===== src/rtl/i2cmra_pkg.sv =====
// ----------------------------------------------------------------------------
// i2cmra_pkg
// Shared types and constants of the I2C single-register access master.
// ----------------------------------------------------------------------------
`default_nettype none

package i2cmra_pkg;

  // Bus sequencer phases, one per bus segment
  typedef enum logic [3:0] {
    PH_IDLE      = 4'd0,
    PH_START_A   = 4'd1,
    PH_START_B   = 4'd2,
    PH_TX_LOW    = 4'd3,
    PH_TX_HIGH   = 4'd4,
    PH_TX_TAIL   = 4'd5,
    PH_ACK_LOW   = 4'd6,
    PH_ACK_HIGH  = 4'd7,
    PH_ACK_POLL  = 4'd8,
    PH_RX_LOW    = 4'd9,
    PH_RX_HIGH   = 4'd10,
    PH_NACK_LOW  = 4'd11,
    PH_NACK_HIGH = 4'd12,
    PH_STOP_A    = 4'd13,
    PH_STOP_B    = 4'd14,
    PH_FINISH    = 4'd15
  } phase_t;

  // Which byte of the transaction is being sent or awaiting acknowledge
  typedef enum logic [1:0] {
    STG_ADDR = 2'd0,
    STG_REG  = 2'd1,
    STG_TAIL = 2'd2
  } stage_t;

  // Configuration register map
  localparam int unsigned CFG_IDX_W = 2;
  localparam logic [CFG_IDX_W-1:0] REG_TICKS_PER_UNIT = 2'd0;
  localparam logic [CFG_IDX_W-1:0] REG_ACK_TIMEOUT    = 2'd1;

  localparam logic [7:0] TPU_RESET         = 8'd1;
  localparam logic [7:0] ACK_TIMEOUT_RESET = 8'd250;

  // One result item of a tick
  typedef struct packed {
    logic       scl;
    logic       sda_out;
    logic       sda_drive;
    logic       busy_res;
    logic       done_res;
    logic       ack_error;
    logic [7:0] read_data;
  } res_t;

endpackage

`default_nettype wire


===== src/rtl/i2c_master_register_access_core.sv =====
// ----------------------------------------------------------------------------
// i2c_master_register_access_core
// I2C master for single-register write and read, stepped one bus tick per
// input transfer.
// ----------------------------------------------------------------------------
//  channel | direction | handshake              | payload
//  in_     | input     | in_valid / in_ready    | request fields, sampled SDA
//  out_    | output    | out_valid / out_ready  | bus levels, status, read data
//  cfg_    | input     | cfg_valid / cfg_ready  | cfg_index, cfg_data
//
//  One tick per cycle unless the output stalls: each accepted input transfer
//  steps the sequencer once and its result is in the output register on the
//  next cycle. The sequencer state and the output register are the only stages.
//  Reset (synchronous, active low) returns to idle with the default timing.
//  A stalled output holds the result; input is taken again in the cycle the
//  held result leaves. cfg_ready is always high.
// ----------------------------------------------------------------------------
`default_nettype none

module i2c_master_register_access_core (
  input  wire                               clk,
  input  wire                               rst_n,
  input  wire                               in_valid,
  output logic                              in_ready,
  input  wire                               in_start_request,
  input  wire                               in_mode,
  input  wire  [6:0]                        in_device_address,
  input  wire  [7:0]                        in_register_address,
  input  wire  [7:0]                        in_write_data,
  input  wire                               in_sda_in,
  output logic                              out_valid,
  input  wire                               out_ready,
  output logic                              out_scl,
  output logic                              out_sda_out,
  output logic                              out_sda_drive,
  output logic                              out_busy_res,
  output logic                              out_done_res,
  output logic                              out_ack_error,
  output logic [7:0]                        out_read_data,
  input  wire                               cfg_valid,
  output logic                              cfg_ready,
  input  wire  [i2cmra_pkg::CFG_IDX_W-1:0]  cfg_index,
  input  wire  [7:0]                        cfg_data
);

  i2cmra_pkg::res_t seq_res;
  i2cmra_pkg::res_t out_res;
  logic             can_load;
  logic             step;

  assign cfg_ready = 1'b1;
  assign in_ready  = can_load;
  assign step      = in_valid && can_load;

  i2cmra_seq u_seq (
    .clk              (clk),
    .rst_n            (rst_n),
    .step             (step),
    .start_request    (in_start_request),
    .mode             (in_mode),
    .device_address   (in_device_address),
    .register_address (in_register_address),
    .write_data       (in_write_data),
    .sda_in           (in_sda_in),
    .cfg_we           (cfg_valid && cfg_ready),
    .cfg_index        (cfg_index),
    .cfg_data         (cfg_data),
    .res              (seq_res)
  );

  i2cmra_obuf u_obuf (
    .clk       (clk),
    .rst_n     (rst_n),
    .load      (step),
    .res       (seq_res),
    .out_ready (out_ready),
    .can_load  (can_load),
    .out_valid (out_valid),
    .out_res   (out_res)
  );

  assign out_scl       = out_res.scl;
  assign out_sda_out   = out_res.sda_out;
  assign out_sda_drive = out_res.sda_drive;
  assign out_busy_res  = out_res.busy_res;
  assign out_done_res  = out_res.done_res;
  assign out_ack_error = out_res.ack_error;
  assign out_read_data = out_res.read_data;

endmodule

`default_nettype wire


===== src/rtl/i2cmra_seq.sv =====
// ----------------------------------------------------------------------------
// i2cmra_seq
// Bus sequencer: holds the transaction state, steps it once per transfer and
// forms the bus levels of the current phase.
// ----------------------------------------------------------------------------
`default_nettype none

module i2cmra_seq (
  input  wire                                 clk,
  input  wire                                 rst_n,
  input  wire                                 step,
  input  wire                                 start_request,
  input  wire                                 mode,
  input  wire  [6:0]                          device_address,
  input  wire  [7:0]                          register_address,
  input  wire  [7:0]                          write_data,
  input  wire                                 sda_in,
  input  wire                                 cfg_we,
  input  wire  [i2cmra_pkg::CFG_IDX_W-1:0]    cfg_index,
  input  wire  [7:0]                          cfg_data,
  output i2cmra_pkg::res_t                    res
);

  i2cmra_pkg::phase_t phase_r, phase_nxt;
  i2cmra_pkg::stage_t stage_r, stage_nxt;
  logic [9:0] delay_r, delay_nxt;
  logic [3:0] bit_r, bit_nxt;
  logic [7:0] shift_r, shift_nxt;
  logic [7:0] poll_r, poll_nxt;
  logic       mode_r, mode_nxt;
  logic [6:0] dev_r, dev_nxt;
  logic [7:0] reg_r, reg_nxt;
  logic [7:0] data_r, data_nxt;
  logic [7:0] rxbyte_r, rxbyte_nxt;
  logic       err_r, err_nxt;
  logic [7:0] tpu_r, timeout_r;

  logic [7:0]  tpu_eff;
  logic [9:0]  seg_len;
  logic        seg_end;
  logic [7:0]  shift_samp;
  logic [3:0]  bit_inc;

  // Configuration registers
  always_ff @(posedge clk) begin
    if (!rst_n) begin
      tpu_r     <= i2cmra_pkg::TPU_RESET;
      timeout_r <= i2cmra_pkg::ACK_TIMEOUT_RESET;
    end else if (cfg_we) begin
      if (cfg_index == i2cmra_pkg::REG_TICKS_PER_UNIT) tpu_r <= cfg_data;
      if (cfg_index == i2cmra_pkg::REG_ACK_TIMEOUT)    timeout_r <= cfg_data;
    end
  end

  // Segment length: units of 1, 2 or 4 scaled by ticks per unit
  assign tpu_eff = (tpu_r == 8'd0) ? 8'd1 : tpu_r;

  always_comb begin
    case (phase_r)
      i2cmra_pkg::PH_START_A, i2cmra_pkg::PH_START_B,
      i2cmra_pkg::PH_STOP_A,  i2cmra_pkg::PH_STOP_B:
        seg_len = {tpu_eff, 2'b00};
      i2cmra_pkg::PH_ACK_LOW, i2cmra_pkg::PH_ACK_HIGH,
      i2cmra_pkg::PH_RX_HIGH:
        seg_len = {2'b00, tpu_eff};
      i2cmra_pkg::PH_TX_LOW,  i2cmra_pkg::PH_TX_HIGH, i2cmra_pkg::PH_TX_TAIL,
      i2cmra_pkg::PH_RX_LOW,  i2cmra_pkg::PH_NACK_LOW, i2cmra_pkg::PH_NACK_HIGH:
        seg_len = {1'b0, tpu_eff, 1'b0};
      default:
        seg_len = 10'd0;
    endcase
  end

  // The segment also ends early when a shorter length was written mid-segment
  assign seg_end    = ({1'b0, delay_r} + 11'd1) >= {1'b0, seg_len};
  assign shift_samp = (phase_r == i2cmra_pkg::PH_RX_HIGH && delay_r == 10'd0) ?
                      {shift_r[6:0], sda_in} : shift_r;
  assign bit_inc    = bit_r + 4'd1;

  // Next state of the sequencer
  always_comb begin
    phase_nxt  = phase_r;
    stage_nxt  = stage_r;
    delay_nxt  = delay_r;
    bit_nxt    = bit_r;
    shift_nxt  = shift_r;
    poll_nxt   = poll_r;
    mode_nxt   = mode_r;
    dev_nxt    = dev_r;
    reg_nxt    = reg_r;
    data_nxt   = data_r;
    rxbyte_nxt = rxbyte_r;
    err_nxt    = err_r;
    if (step) begin
      unique case (phase_r)
        i2cmra_pkg::PH_IDLE: begin
          if (start_request) begin
            mode_nxt  = mode;
            dev_nxt   = device_address;
            reg_nxt   = register_address;
            data_nxt  = write_data;
            err_nxt   = 1'b0;
            stage_nxt = i2cmra_pkg::STG_ADDR;
            poll_nxt  = 8'd0;
            delay_nxt = 10'd0;
            phase_nxt = i2cmra_pkg::PH_START_A;
          end
        end
        i2cmra_pkg::PH_FINISH: begin
          phase_nxt = i2cmra_pkg::PH_IDLE;
          delay_nxt = 10'd0;
        end
        i2cmra_pkg::PH_ACK_POLL: begin
          delay_nxt = 10'd0;
          if (!sda_in) begin
            // Acknowledge seen: pick the next byte of the transaction
            unique case (stage_r)
              i2cmra_pkg::STG_ADDR: begin
                stage_nxt = i2cmra_pkg::STG_REG;
                shift_nxt = reg_r;
                bit_nxt   = 4'd0;
                phase_nxt = i2cmra_pkg::PH_TX_LOW;
              end
              i2cmra_pkg::STG_REG: begin
                stage_nxt = i2cmra_pkg::STG_TAIL;
                if (mode_r) begin
                  phase_nxt = i2cmra_pkg::PH_START_A;
                end else begin
                  shift_nxt = data_r;
                  bit_nxt   = 4'd0;
                  phase_nxt = i2cmra_pkg::PH_TX_LOW;
                end
              end
              default: begin
                if (mode_r) begin
                  shift_nxt = 8'd0;
                  bit_nxt   = 4'd0;
                  phase_nxt = i2cmra_pkg::PH_RX_LOW;
                end else begin
                  phase_nxt = i2cmra_pkg::PH_STOP_A;
                end
              end
            endcase
          end else if (poll_r >= timeout_r) begin
            err_nxt   = 1'b1;
            phase_nxt = i2cmra_pkg::PH_STOP_A;
          end else begin
            poll_nxt = poll_r + 8'd1;
          end
        end
        default: begin
          // Timed bus segment
          shift_nxt = shift_samp;
          if (!seg_end) begin
            delay_nxt = delay_r + 10'd1;
          end else begin
            delay_nxt = 10'd0;
            unique case (phase_r)
              i2cmra_pkg::PH_START_A: phase_nxt = i2cmra_pkg::PH_START_B;
              i2cmra_pkg::PH_START_B: begin
                shift_nxt = {dev_r, (stage_r == i2cmra_pkg::STG_TAIL)};
                bit_nxt   = 4'd0;
                phase_nxt = i2cmra_pkg::PH_TX_LOW;
              end
              i2cmra_pkg::PH_TX_LOW:  phase_nxt = i2cmra_pkg::PH_TX_HIGH;
              i2cmra_pkg::PH_TX_HIGH: phase_nxt = i2cmra_pkg::PH_TX_TAIL;
              i2cmra_pkg::PH_TX_TAIL: begin
                shift_nxt = {shift_r[6:0], 1'b0};
                bit_nxt   = bit_inc;
                if (bit_inc[3]) begin
                  poll_nxt  = 8'd0;
                  phase_nxt = i2cmra_pkg::PH_ACK_LOW;
                end else begin
                  phase_nxt = i2cmra_pkg::PH_TX_LOW;
                end
              end
              i2cmra_pkg::PH_ACK_LOW: phase_nxt = i2cmra_pkg::PH_ACK_HIGH;
              i2cmra_pkg::PH_ACK_HIGH: begin
                poll_nxt  = 8'd0;
                phase_nxt = i2cmra_pkg::PH_ACK_POLL;
              end
              i2cmra_pkg::PH_RX_LOW: phase_nxt = i2cmra_pkg::PH_RX_HIGH;
              i2cmra_pkg::PH_RX_HIGH: begin
                bit_nxt = bit_inc;
                if (bit_inc[3]) begin
                  rxbyte_nxt = shift_samp;
                  phase_nxt  = i2cmra_pkg::PH_NACK_LOW;
                end else begin
                  phase_nxt  = i2cmra_pkg::PH_RX_LOW;
                end
              end
              i2cmra_pkg::PH_NACK_LOW:  phase_nxt = i2cmra_pkg::PH_NACK_HIGH;
              i2cmra_pkg::PH_NACK_HIGH: phase_nxt = i2cmra_pkg::PH_STOP_A;
              i2cmra_pkg::PH_STOP_A:    phase_nxt = i2cmra_pkg::PH_STOP_B;
              default:                  phase_nxt = i2cmra_pkg::PH_FINISH;
            endcase
          end
        end
      endcase
    end
  end

  // Bus levels and status of the current phase
  always_comb begin
    res.busy_res  = 1'b1;
    res.done_res  = 1'b0;
    res.read_data = rxbyte_r;
    unique case (phase_r)
      i2cmra_pkg::PH_IDLE: begin
        res.scl = 1'b1; res.sda_out = 1'b1; res.sda_drive = 1'b1;
        res.busy_res = 1'b0;
      end
      i2cmra_pkg::PH_FINISH: begin
        res.scl = 1'b1; res.sda_out = 1'b1; res.sda_drive = 1'b1;
        res.busy_res = 1'b0;
        res.done_res = 1'b1;
      end
      i2cmra_pkg::PH_START_A, i2cmra_pkg::PH_NACK_HIGH, i2cmra_pkg::PH_STOP_B: begin
        res.scl = 1'b1; res.sda_out = 1'b1; res.sda_drive = 1'b1;
      end
      i2cmra_pkg::PH_START_B: begin
        res.scl = 1'b1; res.sda_out = 1'b0; res.sda_drive = 1'b1;
      end
      i2cmra_pkg::PH_TX_LOW, i2cmra_pkg::PH_TX_TAIL: begin
        res.scl = 1'b0; res.sda_out = shift_r[7]; res.sda_drive = 1'b1;
      end
      i2cmra_pkg::PH_TX_HIGH: begin
        res.scl = 1'b1; res.sda_out = shift_r[7]; res.sda_drive = 1'b1;
      end
      i2cmra_pkg::PH_ACK_LOW, i2cmra_pkg::PH_RX_LOW: begin
        res.scl = 1'b0; res.sda_out = 1'b0; res.sda_drive = 1'b0;
      end
      i2cmra_pkg::PH_ACK_HIGH, i2cmra_pkg::PH_ACK_POLL, i2cmra_pkg::PH_RX_HIGH: begin
        res.scl = 1'b1; res.sda_out = 1'b0; res.sda_drive = 1'b0;
      end
      i2cmra_pkg::PH_NACK_LOW: begin
        res.scl = 1'b0; res.sda_out = 1'b1; res.sda_drive = 1'b1;
      end
      default: begin
        // Stop setup: clock low, data low
        res.scl = 1'b0; res.sda_out = 1'b0; res.sda_drive = 1'b1;
      end
    endcase
    res.ack_error = res.done_res & err_r;
  end

  // Control state
  always_ff @(posedge clk) begin
    if (!rst_n) begin
      phase_r  <= i2cmra_pkg::PH_IDLE;
      stage_r  <= i2cmra_pkg::STG_ADDR;
      delay_r  <= 10'd0;
      bit_r    <= 4'd0;
      poll_r   <= 8'd0;
      err_r    <= 1'b0;
      shift_r  <= 8'd0;
      rxbyte_r <= 8'd0;
      mode_r   <= 1'b0;
      dev_r    <= 7'd0;
      reg_r    <= 8'd0;
      data_r   <= 8'd0;
    end else begin
      phase_r  <= phase_nxt;
      stage_r  <= stage_nxt;
      delay_r  <= delay_nxt;
      bit_r    <= bit_nxt;
      poll_r   <= poll_nxt;
      err_r    <= err_nxt;
      shift_r  <= shift_nxt;
      rxbyte_r <= rxbyte_nxt;
      mode_r   <= mode_nxt;
      dev_r    <= dev_nxt;
      reg_r    <= reg_nxt;
      data_r   <= data_nxt;
    end
  end

endmodule

`default_nettype wire


===== src/rtl/i2cmra_obuf.sv =====
// ----------------------------------------------------------------------------
// i2cmra_obuf
// Result register with valid/ready handshake; frees itself on the same cycle
// the waiting result is taken.
// ----------------------------------------------------------------------------
`default_nettype none

module i2cmra_obuf (
  input  wire                    clk,
  input  wire                    rst_n,
  input  wire                    load,
  input  wire i2cmra_pkg::res_t  res,
  input  wire                    out_ready,
  output logic                   can_load,
  output logic                   out_valid,
  output i2cmra_pkg::res_t       out_res
);

  logic             valid_r, valid_nxt;
  i2cmra_pkg::res_t res_r;

  // Accept a new result when empty or when the held one leaves now
  assign can_load = !valid_r || out_ready;

  always_comb begin
    if (load) begin
      valid_nxt = 1'b1;
    end else if (out_ready) begin
      valid_nxt = 1'b0;
    end else begin
      valid_nxt = valid_r;
    end
  end

  always_ff @(posedge clk) begin
    if (!rst_n) begin
      valid_r <= 1'b0;
    end else begin
      valid_r <= valid_nxt;
    end
  end

  // Hold payload until replaced
  always_ff @(posedge clk) begin
    if (load) begin
      res_r <= res;
    end
  end

  assign out_valid = valid_r;
  assign out_res   = res_r;

endmodule

`default_nettype wire


===== config.mk =====
export PLATFORM = sky130hd
export DESIGN_NAME = i2c_master_register_access_core
export DESIGN_NICKNAME = d
export VERILOG_FILES = /design/src/rtl/i2cmra_pkg.sv /design/src/rtl/i2c_master_register_access_core.sv /design/src/rtl/i2cmra_seq.sv /design/src/rtl/i2cmra_obuf.sv
export SDC_FILE = /design/constraint.sdc
export NUM_CORES = 1
export LEC_CHECK = 0
export BUFFER_PORTS_ARGS = -buffer_cell sky130_fd_sc_hd__buf_4
export CELL_PAD_IN_SITES_DETAIL_PLACEMENT = 0
export CELL_PAD_IN_SITES_GLOBAL_PLACEMENT = 1
export CORE_UTILIZATION = 40
export CTS_BUF_LIST = sky130_fd_sc_hd__clkbuf_4
export DETAILED_ROUTE_END_ITERATION = 16
export PLACE_DENSITY = 0.82
export SLEW_MARGIN = 40
export SYNTH_ARGS = -nofsm -noshare
export SYNTH_HDL_FRONTEND = slang
export SYNTH_SLANG_ARGS = --single-unit

===== constraint.sdc =====
create_clock -name clk -period 4.7 [get_ports clk]
set_input_delay 0.705 -clock clk [delete_from_list [all_inputs] [get_ports clk]]
set_output_delay 0.705 -clock clk [all_outputs]
set_load 0.03 [all_outputs]

==> flow_metrics.tcl <==
set metrics [dict create \
    status "finished clean" \
    ys_warn_count 0 \
    arrival_ps 4450 \
    drv_slew 0 \
    multi_input_area_um2 3060 \
    switching_share_pct 33.3 \
    hold_end "u_seq.data_r[4]" \
    grt_pass1_wl_um 21900 \
    num_rows 42 \
    globalplace.congestion 0.894 \
    setup_viol 0 \
    relSlewSlack_pct 48.6 \
    skew_ps 9.67 \
    min_path_type "primary input to register" \
    r2r_setup_slack_ps 660 \
    area_delta_synth_final_pct 12.2 \
    cp-start-kind "register" \
    worstHoldStart "in_write_data[4]" \
    synth_flop_cell "dfxtp_1" \
    cts_tree "yes" \
    cts_buffer_depth 2 \
    cp_max_fo 22 \
    final_layout_size_suffix_gt1_share_pct 17.4 \
    seqPwrFrac_pct 51.6 \
    timing.final.ws_setup_ps 661 \
    drcViolationCount 0 \
    antenna_found_initial 1 \
    p_int_mw 1.24 \
    avgRoutedWirePerCell_um 15.8 \
    synth-edff-count 14 \
    drtAntennaViolNets 0 \
    routed_wl_um 13000 \
    gr-total-overflow 0 \
    cts_setup_buffers 0 \
    syn-num-nets 670 \
    fillers 1276 \
    rr_startpoint "u_seq.phase_r[1]" \
    fin_cells 825 \
    worst_pin_slew_ps 770 \
    cts_resized 0 \
    core_region_area_um2 13300 \
    dr_total_vias 4659 \
    grtUsageTotal_pct 19.4 \
    ir_worst_vdd_uv 120 \
    holdBufCountCts 0 \
    synthCells 607 \
    clkPwrFrac_pct 25.8 \
    dieArea_um2 14100 \
    post-dp-hpwl_um 9550 \
    dp.cells 808 \
    grt_pass1_vias 4325 \
    fin_crit_sh_pct 85.9 \
    fmax_mhz 248 \
    dpl_worst_slack_ps 565 \
    synth_area_um2 5460 \
    rsz0062_at_grt "false" \
    syn_avg_cell_area_um2 8.99 \
    cp.required_ps 5110 \
    die_w_um 119 \
    leakage_nw 2.45 \
    avgViaCountPerCell 5.65 \
    final_common_cell "dfxtp_1" \
    hold_violations 0 \
    grt_max_degree 35 \
    p_sw_uw 619 \
    period_needed_ps 4040 \
    root_buffer "clkbuf_4" \
    cts.sinks 100 \
    numCtsBuffers 9 \
    dr.pass1.iters 5 \
    synthArstFlopShare_pct 0 \
    final_cell_mix "dfxtp_1, nand2_1, buf_4" \
    criticalPathCategory "register to register" \
    ff2ff_path_depth 10 \
    ys_seq_area_share_pct 39.2 \
    clkTransAtPathRegs_ps 150 \
    endpoint_kind "register" \
    hold_depth 3 \
    finalNetCount 706 \
    cts_max_level 3 \
    io_pins 58 \
    port_buffers 56 \
    cap_violations 0 \
    setup_tns_ps 0 \
    start_util_pct 41.1 \
    dieHeight_um 119 \
    r2r-end "u_seq.shift_r[5]" \
    seqCellArea_um2 2140 \
    ys_types 81 \
    ys_ff_latch 100 \
    drt_iter0_markers 302 \
    p_per_area_nw_per_um2 304 \
    clock_latency_ps 500 \
    power_frac_comb_pct 22.7 \
]
==> worst max-delay path: stages (launching register included) <==
cell and delay, ps:
dfxtp_1 850, nor2_1 240, o21ai_1 590, a222oi_1 160
ha_1 360, a21o_1 190, a221o_1 330, a41o_1 290
a21oi_1 560, o221ai_1 220, o211a_1 170
==> synth_stat cells, types with 4 or more instances <==
library cell	instances	area, um^2
dfxtp_1	86	1720
nand2_1	83	312
a21oi_1	49	245
nor2_1	38	143
ha_1	22	275
inv_1	20	75.1
mux2i_1	19	190
clkbuf_1	18	67.6
nand3_1	18	90.1
edfxtp_1	14	420
o211ai_1	12	90.1
o221ai_1	11	96.3
a22oi_1	10	75.1
buf_2	10	50.1
a211oi_1	9	67.6
a21o_1	9	67.6
o211a_1	9	90.1
mux2_2	8	90.1
nor3_1	8	40.0
or3_1	8	50.1
and2_1	7	43.8
and3_1	7	43.8
nand4_1	7	43.8
o21ai_0	7	35.0
a222oi_1	6	60.1
a32o_1	6	60.1
xnor2_1	6	52.6
buf_4	5	37.5
nor3b_1	5	37.5
nor2b_1	4	25.0
==> metal layers <==
metal  share of wire, %  GRT usage [%]  up-vias
met3                4.2           3.64       22
met2                 45           29.5      106
met1                 49           27.0     2192
li1                   -              -     2339
met4                2.2           7.91        0
met5                  0              0        -
==> worst max-delay path by stage <==
stage	start	endpoint	slack, ps	cells past startpoint
6_report	u_seq.phase_r[1]	u_seq.shift_r[5]	660	10
5_1_grt	u_seq.phase_r[1]	u_seq.shift_r[5]	420	10
4_1_cts	u_seq.phase_r[2]	u_seq.shift_r[1]	580	10
3_5_place_dp	u_seq.phase_r[2]	u_seq.shift_r[2]	560	10
3_3_place_gp	u_seq.phase_r[2]	u_seq.shift_r[7]	770	10
2_1_floorplan	u_seq.phase_r[3]	u_seq.shift_r[7]	1250	12
==> power groups by stage <==
stage | Clock, mW | Combinational [mW] | Sequential (mW)
5_1_grt | 0.533 | 0.465 | 0.968
2_1_floorplan | 0 | 0.301 | 0.972
3_5_place_dp | 0 | 0.417 | 0.977
6_report | 0.480 | 0.422 | 0.960
4_1_cts | 0.498 | 0.418 | 0.959
3_3_place_gp | 0 | 0.405 | 0.975
==> registers in the layout, indices dropped and copies added, names as in the netlist, 8 cells and up <==
register	count
u_seq.tpu_r	8
u_seq.poll_r	8
u_seq.reg_r	8
u_seq.delay_r	10
u_seq.shift_r	8
u_seq.data_r	8
u_obuf.out_res	14
u_seq.rxbyte_r	8
u_seq.timeout_r	8
==> cell families (layout without fill, tap and decap cells) <==
logic type	Yosys count	in the layout	synth area share (%)
AO/OA/AOI/OAI	169	169	22.8
XOR/XNOR	8	8	1.28
adder cells (fa/ha/maj)	22	22	5.04
buffers and inverters	58	99	4.97
flip-flops	100	100	39.2
multiplexers	27	27	5.14
other	1	2	0.0687
AND/OR/NAND/NOR	222	222	21.5
==> final cells by class <==
type	count	share of cell area [%]
Multi-Input combinational cell	449	50.0
Sequential cell	100	35.0
Timing Repair Buffer	63	7.73
Tap cell	176	3.60
Clock buffer	10	1.23
Inverter	20	1.23
Clock inverter	6	1.17
Antenna cell	1	0.0409
==> through the flow <==
stage	cell area (um^2)	utilization [%]	power, mW	hold WS [ps]
after floorplan	5460	-	1.27	409
after global placement	5950	44.8	1.38	418
after detailed placement	5960	44.9	1.39	419
after CTS	6110	46.0	1.87	401
after global routing	6120	46.0	1.97	393
final	6120	46.0	1.86	433
Power figures use the tool's default switching activity.
